===== src/design/watmf_pkg.sv =====
// Shared constants for the wrap-aware trimmed mean filter.
package watmf_pkg;

    localparam int DATA_W = 16;
    localparam logic [DATA_W-1:0] GAP_THRESHOLD_RESET = 16'd23040;

    // Division of a short length by three: (len * 171) >> 9 is exact up to len = 511.
    localparam int TRIM_MUL_W = 8;
    localparam logic [TRIM_MUL_W-1:0] TRIM_MUL = 8'd171;
    localparam int TRIM_SHIFT = 9;

endpackage


===== src/design/watmf_ram.sv =====
// Generic single-port-write, single-port-read RAM with registered read data.
module watmf_ram #(
    parameter int WIDTH = 16,
    parameter int DEPTH = 16
) (
    input  logic                     aclk,
    input  logic                     we,
    input  logic [$clog2(DEPTH)-1:0] waddr,
    input  logic [WIDTH-1:0]         wdata,
    input  logic [$clog2(DEPTH)-1:0] raddr,
    output logic [WIDTH-1:0]         rdata
);

    logic [WIDTH-1:0] mem [DEPTH];
    logic [WIDTH-1:0] rdata_reg;

    always_ff @(posedge aclk) begin
        if (we) begin
            mem[waddr] <= wdata;
        end
        rdata_reg <= mem[raddr];
    end

    assign rdata = rdata_reg;

endmodule


===== src/design/watmf_div.sv =====
// Restoring unsigned divider, one quotient bit per cycle.
module watmf_div #(
    parameter int NUM_W = 20,
    parameter int DEN_W = 5
) (
    input  logic             aclk,
    input  logic             aresetn,
    input  logic             start,
    input  logic [NUM_W-1:0] dividend,
    input  logic [DEN_W-1:0] divisor,
    output logic             done,
    output logic [NUM_W-1:0] quotient
);

    localparam int CNT_W = $clog2(NUM_W + 1);

    logic [NUM_W-1:0] quo_reg, quo_next;
    logic [DEN_W-1:0] rem_reg, rem_next;
    logic [DEN_W-1:0] den_reg, den_next;
    logic [CNT_W-1:0] cnt_reg, cnt_next;
    logic             busy_reg, busy_next;
    logic             done_reg, done_next;
    logic [DEN_W:0]   trial;
    logic             ge;

    assign trial = {rem_reg, quo_reg[NUM_W-1]};
    assign ge    = trial >= {1'b0, den_reg};

    always_comb begin
        quo_next  = quo_reg;
        rem_next  = rem_reg;
        den_next  = den_reg;
        cnt_next  = cnt_reg;
        busy_next = busy_reg;
        done_next = 1'b0;
        if (start) begin
            quo_next  = dividend;
            rem_next  = '0;
            den_next  = divisor;
            cnt_next  = CNT_W'(NUM_W);
            busy_next = 1'b1;
        end else if (busy_reg) begin
            rem_next = ge ? DEN_W'(trial - {1'b0, den_reg}) : DEN_W'(trial);
            quo_next = {quo_reg[NUM_W-2:0], ge};
            cnt_next = cnt_reg - 1'b1;
            if (cnt_reg == CNT_W'(1)) begin
                busy_next = 1'b0;
                done_next = 1'b1;
            end
        end
    end

    always_ff @(posedge aclk) begin
        if (!aresetn) begin
            busy_reg <= 1'b0;
            done_reg <= 1'b0;
            cnt_reg  <= '0;
        end else begin
            busy_reg <= busy_next;
            done_reg <= done_next;
            cnt_reg  <= cnt_next;
        end
        quo_reg <= quo_next;
        rem_reg <= rem_next;
        den_reg <= den_next;
    end

    assign done     = done_reg;
    assign quotient = quo_reg;

endmodule


===== src/design/wrap_aware_trimmed_mean_filter.sv =====
// Top level: window memory, rank sort, gap scan, trimmed sum and division.
//
//  channel  | direction | handshake         | payload
//  s_       | in        | s_tvalid/s_tready | s_tdata = angle_sample
//  m_       | out       | m_tvalid/m_tready | m_tdata = filtered_angle, m_tuser = gap_found
//  cfg_     | in        | cfg_wr_en         | cfg_wr_data = gap_threshold
//
// The rank sort dominates the processing of a word: each window entry is compared
// against all others through the one window read port.
// Reset clears the window valid bits and the pointer and loads the reset threshold; no clearing pass.
// A finished word waits in the output register while the next word is accepted.
module wrap_aware_trimmed_mean_filter
    import watmf_pkg::*;
#(
    parameter int WINDOW_DEPTH = 16
) (
    input  logic        aclk,
    input  logic        aresetn,
    input  logic        s_tvalid,
    output logic        s_tready,
    input  logic [15:0] s_tdata,     // [15:0] angle_sample
    output logic        m_tvalid,
    input  logic        m_tready,
    output logic [15:0] m_tdata,     // [15:0] filtered_angle
    output logic        m_tuser,     // [0] gap_found
    input  logic        cfg_wr_en,
    input  logic [15:0] cfg_wr_data
);

    localparam int W   = WINDOW_DEPTH;
    localparam int AW  = $clog2(W);
    localparam int LW  = $clog2(W + 1);
    localparam int SW  = DATA_W + $clog2(W);
    localparam logic [AW-1:0] LAST = AW'(W - 1);

    localparam logic [3:0] S_IDLE = 4'd0;
    localparam logic [3:0] S_KEY  = 4'd1;
    localparam logic [3:0] S_KEYW = 4'd2;
    localparam logic [3:0] S_CMP  = 4'd3;
    localparam logic [3:0] S_CMPL = 4'd4;
    localparam logic [3:0] S_SC   = 4'd5;
    localparam logic [3:0] S_SCL  = 4'd6;
    localparam logic [3:0] S_TRIM = 4'd7;
    localparam logic [3:0] S_SUM  = 4'd8;
    localparam logic [3:0] S_SUML = 4'd9;
    localparam logic [3:0] S_DIV  = 4'd10;
    localparam logic [3:0] S_OUT  = 4'd11;

    logic [3:0]        state_reg, state_next;
    logic [DATA_W-1:0] thr_reg;
    logic [AW-1:0]     wptr_reg, wptr_next;
    logic [W-1:0]      valid_reg, valid_next;
    logic              rvalid_reg;
    logic [AW-1:0]     i_reg, i_next, j_reg, j_next, jp_reg, jp_next;
    logic [AW-1:0]     k_reg, k_next, kp_reg, kp_next, last_reg, last_next;
    logic [AW-1:0]     rank_reg, rank_next;
    logic              pend_reg, pend_next;
    logic signed [DATA_W-1:0] key_reg, key_next, prev_reg, prev_next;
    logic              gap_reg, gap_next;
    logic [AW-1:0]     start_reg, start_next;
    logic [LW-1:0]     len_reg, len_next, cnt_reg, cnt_next;
    logic signed [SW-1:0] acc_reg, acc_next, total;
    logic              neg_reg, neg_next;
    logic              mv_reg, mv_next;
    logic [DATA_W-1:0] mdata_reg, mdata_next;
    logic              muser_reg, muser_next;

    logic [AW-1:0]     win_raddr, srt_raddr;
    logic [DATA_W-1:0] win_q, srt_q;
    logic signed [DATA_W-1:0] win_v, srt_v;
    logic              s_acc, rank_inc, div_start, div_done;
    logic [AW-1:0]     rank_total;
    logic signed [DATA_W:0] diff;
    logic [AW:0]       lower, upper;
    logic [LW+TRIM_MUL_W-1:0] trim_prod;
    logic [LW-1:0]     trim;
    logic [SW-1:0]     quo, mag;
    logic [DATA_W-1:0] mean;

    assign s_tready = state_reg == S_IDLE;
    assign s_acc    = s_tvalid && s_tready;

    always_comb begin
        unique case (state_reg)
            S_KEY:   win_raddr = i_reg;
            S_KEYW:  win_raddr = '0;
            default: win_raddr = j_reg;
        endcase
    end
    assign srt_raddr = k_reg;

    watmf_ram #(.WIDTH(DATA_W), .DEPTH(W)) u_win (
        .aclk (aclk), .we (s_acc), .waddr (wptr_reg), .wdata (s_tdata),
        .raddr (win_raddr), .rdata (win_q)
    );

    watmf_ram #(.WIDTH(DATA_W), .DEPTH(W)) u_srt (
        .aclk (aclk), .we (state_reg == S_CMPL), .waddr (rank_total), .wdata (key_reg),
        .raddr (srt_raddr), .rdata (srt_q)
    );

    // Entries never written since reset read as zero.
    assign win_v = rvalid_reg ? signed'(win_q) : '0;
    assign srt_v = signed'(srt_q);

    // Ties are broken by window index, so the ranks form a permutation.
    assign rank_inc   = pend_reg && ((win_v < key_reg) || ((win_v == key_reg) && (jp_reg < i_reg)));
    assign rank_total = rank_reg + AW'(rank_inc);

    assign diff  = {srt_v[DATA_W-1], srt_v} - {prev_reg[DATA_W-1], prev_reg};
    assign lower = (AW+1)'(kp_reg);
    assign upper = (AW+1)'(W) - lower;

    assign trim_prod = len_reg * TRIM_MUL;
    assign trim      = LW'(trim_prod >> TRIM_SHIFT);

    assign total = acc_reg + SW'(srt_v);
    assign mag   = total[SW-1] ? SW'(-total) : SW'(total);

    watmf_div #(.NUM_W(SW), .DEN_W(LW)) u_div (
        .aclk (aclk), .aresetn (aresetn), .start (div_start), .dividend (mag),
        .divisor (cnt_reg), .done (div_done), .quotient (quo)
    );

    assign div_start = state_reg == S_SUML;
    assign mean      = neg_reg ? DATA_W'(-quo) : DATA_W'(quo);

    always_comb begin
        state_next = state_reg;
        wptr_next  = wptr_reg;
        valid_next = valid_reg;
        i_next     = i_reg;
        j_next     = j_reg;
        jp_next    = jp_reg;
        k_next     = k_reg;
        kp_next    = kp_reg;
        last_next  = last_reg;
        rank_next  = rank_reg;
        pend_next  = pend_reg;
        key_next   = key_reg;
        prev_next  = prev_reg;
        gap_next   = gap_reg;
        start_next = start_reg;
        len_next   = len_reg;
        cnt_next   = cnt_reg;
        acc_next   = acc_reg;
        neg_next   = neg_reg;
        mv_next    = mv_reg && !m_tready;
        mdata_next = mdata_reg;
        muser_next = muser_reg;

        unique case (state_reg) inside
            S_IDLE: begin
                if (s_acc) begin
                    valid_next[wptr_reg] = 1'b1;
                    wptr_next  = (wptr_reg == LAST) ? '0 : wptr_reg + 1'b1;
                    i_next     = '0;
                    state_next = S_KEY;
                end
            end
            S_KEY: begin
                rank_next  = '0;
                state_next = S_KEYW;
            end
            S_KEYW: begin
                key_next   = win_v;
                jp_next    = '0;
                j_next     = AW'(1);
                pend_next  = 1'b1;
                state_next = (W == 1) ? S_CMPL : S_CMP;
            end
            S_CMP: begin
                rank_next = rank_total;
                jp_next   = j_reg;
                j_next    = j_reg + 1'b1;
                if (j_reg == LAST) begin
                    state_next = S_CMPL;
                end
            end
            S_CMPL: begin
                pend_next = 1'b0;
                if (i_reg == LAST) begin
                    k_next     = '0;
                    gap_next   = 1'b0;
                    start_next = '0;
                    len_next   = LW'(W);
                    state_next = S_SC;
                end else begin
                    i_next     = i_reg + 1'b1;
                    state_next = S_KEY;
                end
            end
            S_SC, S_SCL: begin
                if (pend_reg) begin
                    prev_next = srt_v;
                    if (kp_reg != '0 && !gap_reg && $unsigned(diff) > {1'b0, thr_reg}) begin
                        gap_next = 1'b1;
                        // Keep the larger part; the lower one on a tie.
                        if (upper > lower) begin
                            start_next = kp_reg;
                            len_next   = LW'(upper);
                        end else begin
                            start_next = '0;
                            len_next   = LW'(lower);
                        end
                    end
                end
                if (state_reg == S_SC) begin
                    pend_next = 1'b1;
                    kp_next   = k_reg;
                    k_next    = k_reg + 1'b1;
                    if (k_reg == LAST) begin
                        state_next = S_SCL;
                    end
                end else begin
                    pend_next  = 1'b0;
                    state_next = S_TRIM;
                end
            end
            S_TRIM: begin
                cnt_next   = len_reg - (trim << 1);
                k_next     = AW'(start_reg + trim);
                last_next  = AW'(start_reg + len_reg - trim - 1'b1);
                acc_next   = '0;
                state_next = S_SUM;
            end
            S_SUM: begin
                if (pend_reg) begin
                    acc_next = total;
                end
                pend_next = 1'b1;
                k_next    = k_reg + 1'b1;
                if (k_reg == last_reg) begin
                    state_next = S_SUML;
                end
            end
            S_SUML: begin
                pend_next  = 1'b0;
                neg_next   = total[SW-1];
                state_next = S_DIV;
            end
            S_DIV: begin
                if (div_done) begin
                    state_next = S_OUT;
                end
            end
            S_OUT: begin
                if (!mv_reg || m_tready) begin
                    mv_next    = 1'b1;
                    mdata_next = mean;
                    muser_next = gap_reg;
                    state_next = S_IDLE;
                end
            end
            default: state_next = S_IDLE;
        endcase
    end

    always_ff @(posedge aclk) begin
        if (!aresetn) begin
            state_reg <= S_IDLE;
            thr_reg   <= GAP_THRESHOLD_RESET;
            wptr_reg  <= '0;
            valid_reg <= '0;
            pend_reg  <= 1'b0;
            mv_reg    <= 1'b0;
        end else begin
            state_reg <= state_next;
            if (cfg_wr_en) begin
                thr_reg <= cfg_wr_data;
            end
            wptr_reg  <= wptr_next;
            valid_reg <= valid_next;
            pend_reg  <= pend_next;
            mv_reg    <= mv_next;
        end
        rvalid_reg <= valid_reg[win_raddr];
        i_reg      <= i_next;
        j_reg      <= j_next;
        jp_reg     <= jp_next;
        k_reg      <= k_next;
        kp_reg     <= kp_next;
        last_reg   <= last_next;
        rank_reg   <= rank_next;
        key_reg    <= key_next;
        prev_reg   <= prev_next;
        gap_reg    <= gap_next;
        start_reg  <= start_next;
        len_reg    <= len_next;
        cnt_reg    <= cnt_next;
        acc_reg    <= acc_next;
        neg_reg    <= neg_next;
        mdata_reg  <= mdata_next;
        muser_reg  <= muser_next;
    end

    assign m_tvalid = mv_reg;
    assign m_tdata  = mdata_reg;
    assign m_tuser  = muser_reg;

endmodule


===== config.mk =====
export PLATFORM = sky130hd
export DESIGN_NAME = wrap_aware_trimmed_mean_filter
export DESIGN_NICKNAME = d
export VERILOG_FILES = /design/src/design/watmf_pkg.sv /design/src/design/watmf_ram.sv /design/src/design/watmf_div.sv /design/src/design/wrap_aware_trimmed_mean_filter.sv
export SDC_FILE = /design/constraint.sdc
export NUM_CORES = 1
export LEC_CHECK = 0
export ABC_AREA = 1
export BUFFER_PORTS_ARGS = -buffer_cell sky130_fd_sc_hd__buf_2
export CAP_MARGIN = 15
export CORE_AREA = 4 4 232 234
export DETAILED_ROUTE_END_ITERATION = 8
export DIE_AREA = 0 0 236 238
export GPL_TIMING_DRIVEN = 0
export HOLD_SLACK_MARGIN = 0.08
export PLACE_DENSITY = 0.81
export RECOVER_POWER = 100
export SYNTH_ARGS = -nofsm -noshare
export SYNTH_HDL_FRONTEND = slang
export SYNTH_SLANG_ARGS = --single-unit

===== constraint.sdc =====
create_clock -name aclk -period 9.56 [get_ports aclk]
set_input_delay 0 -clock aclk [delete_from_list [all_inputs] [get_ports aclk]]
set_output_delay 0 -clock aclk [all_outputs]
set_load 0.005 [all_outputs]

==> flow_summary.ini, run 1 <==
[die]
coreArea_um2 = 52000
std_cell_rows = 84
die_x_um = 236
die_h_um = 238
start_util_pct = 63.9
pin_count = 56
dieArea_um2 = 56200

[final_layout]
regArea_um2 = 21300
fill_cells = 3610
diodes = 0
drive_above_1_share_pct = 5.43
fin_area_um2 = 37000
final_cells = 4023
areaGrowthSynthToFinish_pct = 11.3
multi_input_area_um2 = 9840
fin_nets = 3442
reg.largest.list = u_srt.mem x256, u_win.mem x256

[pwr]
comb_power_share_pct = 40.3
pwr-share-seq_pct = 36.4
p_leak_nw = 14.4
power_switching_mw = 4.64
p_clk_share_pct = 23.3
p_int_mw = 6.84
p_total_mw = 11.5
power_density_nw_per_um2 = 310
ir_drop_mv = 0.239
swShare_pct = 40.4

[timing]
clock_skew_ns = 0.0251
drv_slew = 193
setup_violations = 0
hold_violations = 0
tightestPinTransition_ns = 1.79
hold_ws_ns = 0.257
rsz0062_at_grt = false
fin_crit_sh_pct = 53.8
min_period_ns = 5.14
max_slew_margin_pct = -19.6
clock.fmax_ghz = 0.194
setup_tns_ns = 0

[global_route]
use_met2_pct = 52.0
grt_use_total_pct = 30.0
grt_max_degree = 22
busiest_layer = met2
grt_pass1_vias = 23900
gr-usage-met3_pct = 4.33
grt_overflow = 0
antenna_found_initial = 0
gr-usage-met1_pct = 37.9
grt_first_pass_wirelength_um = 131000

[route]
drt_iter0_drc = 2461
wirelength_um = 85400
drtPass1Iterations = 8
drc = 0
avgRoutedWirePerCell_um = 21.2
viasPerCell = 6.00
ant_nets = 0
vias = 24100

[synth]
synth.avg_cell_area_um2 = 10.8
synth_most_common_cell = edfxtp_1
synth_common_cells = 650 x edfxtp_1, 400 x inv_1, 394 x nand2_1, 343 x nor2_1, 285 x o21ai_0
synth_top_area_share_pct = 58.7
synth-async-reset-ratio_pct = 0
synth_cell_types = 47
ys_ff_latch = 737
ys_top_cells_by_area = edfxtp_1 59%, dfxtp_1 5.2%, inv_1 4.5%, nand2_1 4.4%, o21ai_0 4.3%
syn_area_um2 = 33200
postSynthCellCount = 3079
yosysSeqAreaShare_pct = 63.9
synth_edf_count = 650
ys.flop_type = edfxtp_1
synth_top_cell_by_area = edfxtp_1
ys_warn_count = 0
synth_nets = 3243

[placed_design]
place_hpwl_um = 57900
finalWeightedCongestion = 0.950
dpl_cell_area_um2 = 34800
dp.cells = 3842
io_buffers = 53

[outcome]
violations = capacitance limit, slew limit
status = complete, but fails checks

[setup_path]
crit_path_end_kind = flip-flop
startpoint_type = flip-flop
worst-path-max-fanout = 17
crit_required_ns = 9.76
worstSetupPathType = flip-flop to flip-flop
arrival_ns = 5.35

[clock_tree]
clk_path_buf_depth = 3
cts_buffers = 73
insertion_delay_ns = 0.62
clk_pin_slew_ns = 0.06
cts_setup_buffers = 0
cts_tree = done
htree_levels = 3
root_buffer = clkbuf_16
clock-sinks = 737

[job]
maxCapViolCount = 13

[min_path]
hp-class = primary input to flip-flop
## power by group through the flow
stage	sequential [mW]	clock (mW)	combinational, mW
finish	4.18	2.68	4.62
global route	4.20	2.84	5.10
CTS	4.17	2.68	4.58
detailed placement	4.24	0	4.51
global placement	4.22	0	4.33
floorplan	4.12	0	3.13
## layer usage
| layer | vias up | share of wire [%] |
|---|---|---|
| met2 | 1288 | 50 |
| met1 | 11500 | 37 |
| met5 | - | 0 |
| met3 | 245 | 8.5 |
| li1 | 11100 | - |
| met4 | 0 | 4.9 |
## logic make-up (layout without fill, tap and decap cells)
kind of cell	Yosys count	after routing	share of synthesized area, %
AO/OA/AOI/OAI	644	644	10.9
XOR/XNOR	56	56	1.48
adder cells (fa/ha/maj)	127	127	5.10
buffers and inverters	533	789	6.31
flip-flops	737	737	63.9
AND/OR/NAND/NOR	982	982	12.3
## critical path, stage by stage, from the launching register on
cell and delay (ns):
edfxtp_1 0.97, inv_1 0.11, ha_1 0.35, a21oi_1 0.19, o21a_1 0.16, o221ai_1 0.11, nand2_1 0.08, nand2_1 0.06
o21ai_0 0.30, a21oi_1 0.14, ha_1 0.23, ha_1 0.19, xnor2_1 0.33, nand2_1 0.19, nor2_1 1.31
## layout by cell type, fill, tap and decap left out, types with 4 or more instances in the layout
master         netlist  routed
nand2_1            394     400
inv_6                0       5
a21oi_1            165     166
clkinv_2             0      14
ha_1               113     113
nor4_1               6       6
a21o_1               6       6
dfxtp_1             87      87
dlygate4sd3_1        0      49
o21ai_0            285     285
o22ai_1             82      83
o31ai_1              5       5
buf_2               32      52
fa_1                14      14
nand4_1             18      18
xor2_1              40      40
nor2_1             343     348
a211oi_1             6       6
inv_1              400     404
edfxtp_1           650     650
nand3b_1             4       4
clkinv_1             1       8
o21a_1               4       4
nand3_1            161     163
a31oi_1              5       5
nor3_1              25      25
clkbuf_16            0      73
clkbuf_1            79     162
nand2_2             10       4
or2_2                6       6
o211ai_1            69      69
buf_4                9       8
xnor2_1             16      16
o21bai_1             5       5
## cell type report
cell class	count	area share, %
clock inverters	31	0.588
well taps	688	2.33
multi-input cells	1809	26.6
repair buffers	124	2.17
flip-flops and latches	737	57.4
plain buffers	125	1.48
clock buffers	101	5.27
inverters	408	4.14
## worst paths after layout
check | slack (ns) | endpoint | from | cells past startpoint
worst max-delay path | 4.42 | u_srt.mem[10][10]$_DFFE_PP_ | key_reg[3]$_DFFE_PP_ | 14
worst min-delay path | 0.26 | thr_reg[4]$_SDFFE_PN0P_ | cfg_wr_data[4] | 4
worst max register to register | 4.42 | u_srt.mem[10][10]$_DFFE_PP_ | key_reg[3]$_DFFE_PP_ | 14
worst min register to register | 0.42 | u_div.den_reg[0]$_DFFE_PP_ | cnt_reg[0]$_DFFE_PP_ | 0
## stage by stage
step                      worst slack, ns  utilization (%)
after global placement               4.67             66.1
after floorplan                      5.30                -
after CTS                            4.77             72.0
after global routing                 4.13             71.1
final                                4.42             71.1
after detailed placement             4.80             66.8
## timing repair
action | in CTS | in global routing
endpoints found under the hold margin | 302 | 0
hold buffers | 49 | 0
gates resized for setup | 0 | 0
Power figures use the tool's default switching activity.
==> run 2: changes to the inputs <==
--- a/config.mk
+++ b/config.mk
@@ -8,12 +8,12 @@
 export ABC_AREA = 1
 export BUFFER_PORTS_ARGS = -buffer_cell sky130_fd_sc_hd__buf_2
 export CAP_MARGIN = 15
-export CORE_AREA = 4 4 232 234
+export CORE_AREA = 4 4 235 237
 export DETAILED_ROUTE_END_ITERATION = 8
-export DIE_AREA = 0 0 236 238
+export DIE_AREA = 0 0 239 241
 export GPL_TIMING_DRIVEN = 0
 export HOLD_SLACK_MARGIN = 0.08
-export PLACE_DENSITY = 0.81
+export PLACE_DENSITY = 0.79
 export RECOVER_POWER = 100
 export SYNTH_ARGS = -nofsm -noshare
 export SYNTH_HDL_FRONTEND = slang
==> constraint.sdc (replaced) <==
create_clock -name aclk -period 5.3 [get_ports aclk]
set_input_delay 0 -clock aclk [delete_from_list [all_inputs] [get_ports aclk]]
set_output_delay 0 -clock aclk [all_outputs]
set_load 0.005 [all_outputs]
==> run 2 against run 1 <==
  * The flow still finishes with violations (capacitance limit, slew limit)
  * Non-clock buffer count unchanged
  * Maximum frequency increased by 4.5%
  * Cell area increased by 0.70%
  * Global-route usage decreased by 0.30 points
==> flow_summary.ini, run 2 (same netlist as run 1, synthesis figures left out) <==
[outcome]
status = complete, but fails checks
violations = capacitance limit, slew limit

[route]
viasPerCell = 6.00
ant_nets = 0
drt_iter0_drc = 2651
avgRoutedWirePerCell_um = 21.4
vias = 24200
drtPass1Iterations = 8
wirelength_um = 86300
drc = 0

[final_layout]
final_cell_mix = 650 x edfxtp_1, 403 x inv_1, 399 x nand2_1, 345 x nor2_1, 285 x o21ai_0
fill_cells = 3733
fin_nets = 3442
fin_area_um2 = 37300
fin_util_pct = 70.0
areaGrowthSynthToFinish_pct = 12.1
final_common_cell = edfxtp_1
drive_above_1_share_pct = 5.96
diodes = 0
reg.largest.list = u_srt.mem x256, u_win.mem x256
final_cells = 4033

[setup_path]
arrival_ns = 5.16
cpLargestDelayFamily = buffers and inverters
crit_slowest_cell = dlymetal6s4s_1
worstSetupPathType = flip-flop to flip-flop
cp_num_buf_inv = 4
crit_chain = clkbuf_1, clkbuf_1, nand2_1, inv_1, ha_1, nand4_1, nor3_1, nand2_1, nand2_1, nand2_1, o21ai_0, a21oi_1, ha_1, ha_1, xnor2_1, nand2_1, nor2_1, dlymetal6s4s_1
startpoint_type = flip-flop
crit_required_ns = 5.54
crit_path_end_kind = flip-flop
critPathMostFrequentCell = nand2_1
worst-path-max-fanout = 15
cp_slowest_stage_delay_ns = 0.86

[timing]
rsz0062_at_grt = false
hold_violations = 0
max_slew_margin_pct = -10.9
setup_tns_ns = 0
drv_slew = 144
setup_violations = 0
clock.fmax_ghz = 0.203
tightestPinTransition_ns = 1.66
fin_crit_sh_pct = 92.8
clock_skew_ns = 0.0349
min_period_ns = 4.92
layout_setup_ws_ns = 0.379
hold_ws_ns = 0.247

[pwr]
p_total_mw = 21.0
p_leak_nw = 14.5
power_density_nw_per_um2 = 564
ir_drop_mv = 0.348

[die]
coreArea_um2 = 53300
pin_count = 56
die_h_um = 241
std_cell_rows = 85
dieArea_um2 = 57600
die_x_um = 239
start_util_pct = 62.4

[global_route]
antenna_found_initial = 0
grt_first_pass_wirelength_um = 132000
gr-usage-met1_pct = 37.2
grt_overflow = 0
grt_use_total_pct = 29.7
gr-usage-met3_pct = 4.85
use_met2_pct = 51.6
busiest_layer = met2
grt_pass1_vias = 24100
grt_max_degree = 22

[job]
maxCapViolCount = 9

[placed_design]
dp.cells = 3851
place_hpwl_um = 57800
io_buffers = 53
finalWeightedCongestion = 0.949
dpl_cell_area_um2 = 34800
preCtsSetupSlack_ns = 0.530

[clock_tree]
clock-sinks = 737
insertion_delay_ns = 0.63
cts_tree = done
cts_buffers = 73
root_buffer = clkbuf_16
htree_levels = 3
clk_pin_slew_ns = 0.06
clk_path_buf_depth = 3

[min_path]
hp-class = primary input to flip-flop
run 2: changes by cell type in the layout (fill, tap and decap cells not counted), sizes merged:
cell	change
clkinvlp	+4
dlymetal6s4s	+1
dlygate4sd3	-1
buf	-3
dlymetal6s2s	+3
clkinv	+9
clkbuf	-13
bufinv	+5
inv	-3
run 2: routing by layer:
| metal | up-vias | wire length (um) |
|---|---|---|
| met5 | - | 0 |
| met4 | 0 | 3790 |
| met3 | 232 | 7770 |
| met2 | 1318 | 43200 |
| met1 | 11500 | 31600 |
| li1 | 11100 | - |
run 2: path summary, 6_finish.rpt:
kind,start,depth (start not counted),slack (ns),to
worst max-delay path,rvalid_reg$_DFF_P_,18,0.38,u_srt.mem[0][9]$_DFFE_PP_
worst min-delay path,cfg_wr_data[4],4,0.25,thr_reg[4]$_SDFFE_PN0P_
worst max register to register,rvalid_reg$_DFF_P_,18,0.38,u_srt.mem[0][9]$_DFFE_PP_
worst min register to register,cnt_reg[0]$_DFFE_PP_,0,0.42,u_div.den_reg[0]$_DFFE_PP_
run 2: worst min-delay path: stages:
cell and delay (ns):
dlygate4sd3_1 0.52, buf_2 0.10, o21ai_0 0.08, a21oi_1 0.11
run 2: what timing repair did:
action / in CTS / in global routing
resized for setup: 0 / 0
hold buffers: 48 / 0
hold endpoints to repair: 297 / 0
setup buffers: 0 / 0
run 2: report_power, final:
part | internal [mW] | switching [mW] | total (mW)
logic | 2.61 | 5.71 | 8.33
clock network | 2.91 | 2.25 | 5.16
registers | 7.08 | 0.457 | 7.54
total | 12.6 | 8.42 | 21.0
run 2: cell type report:
class | count | area [um^2] | share of cell area [%]
sequential | 737 | 21300 | 57.0
clock buffer | 88 | 1920 | 5.16
clock inverter | 46 | 444 | 1.19
multi-input combinational | 1809 | 9850 | 26.4
inverter | 408 | 1530 | 4.11
tap | 696 | 871 | 2.34
buffer | 125 | 549 | 1.47
timing repair buffer | 124 | 843 | 2.26
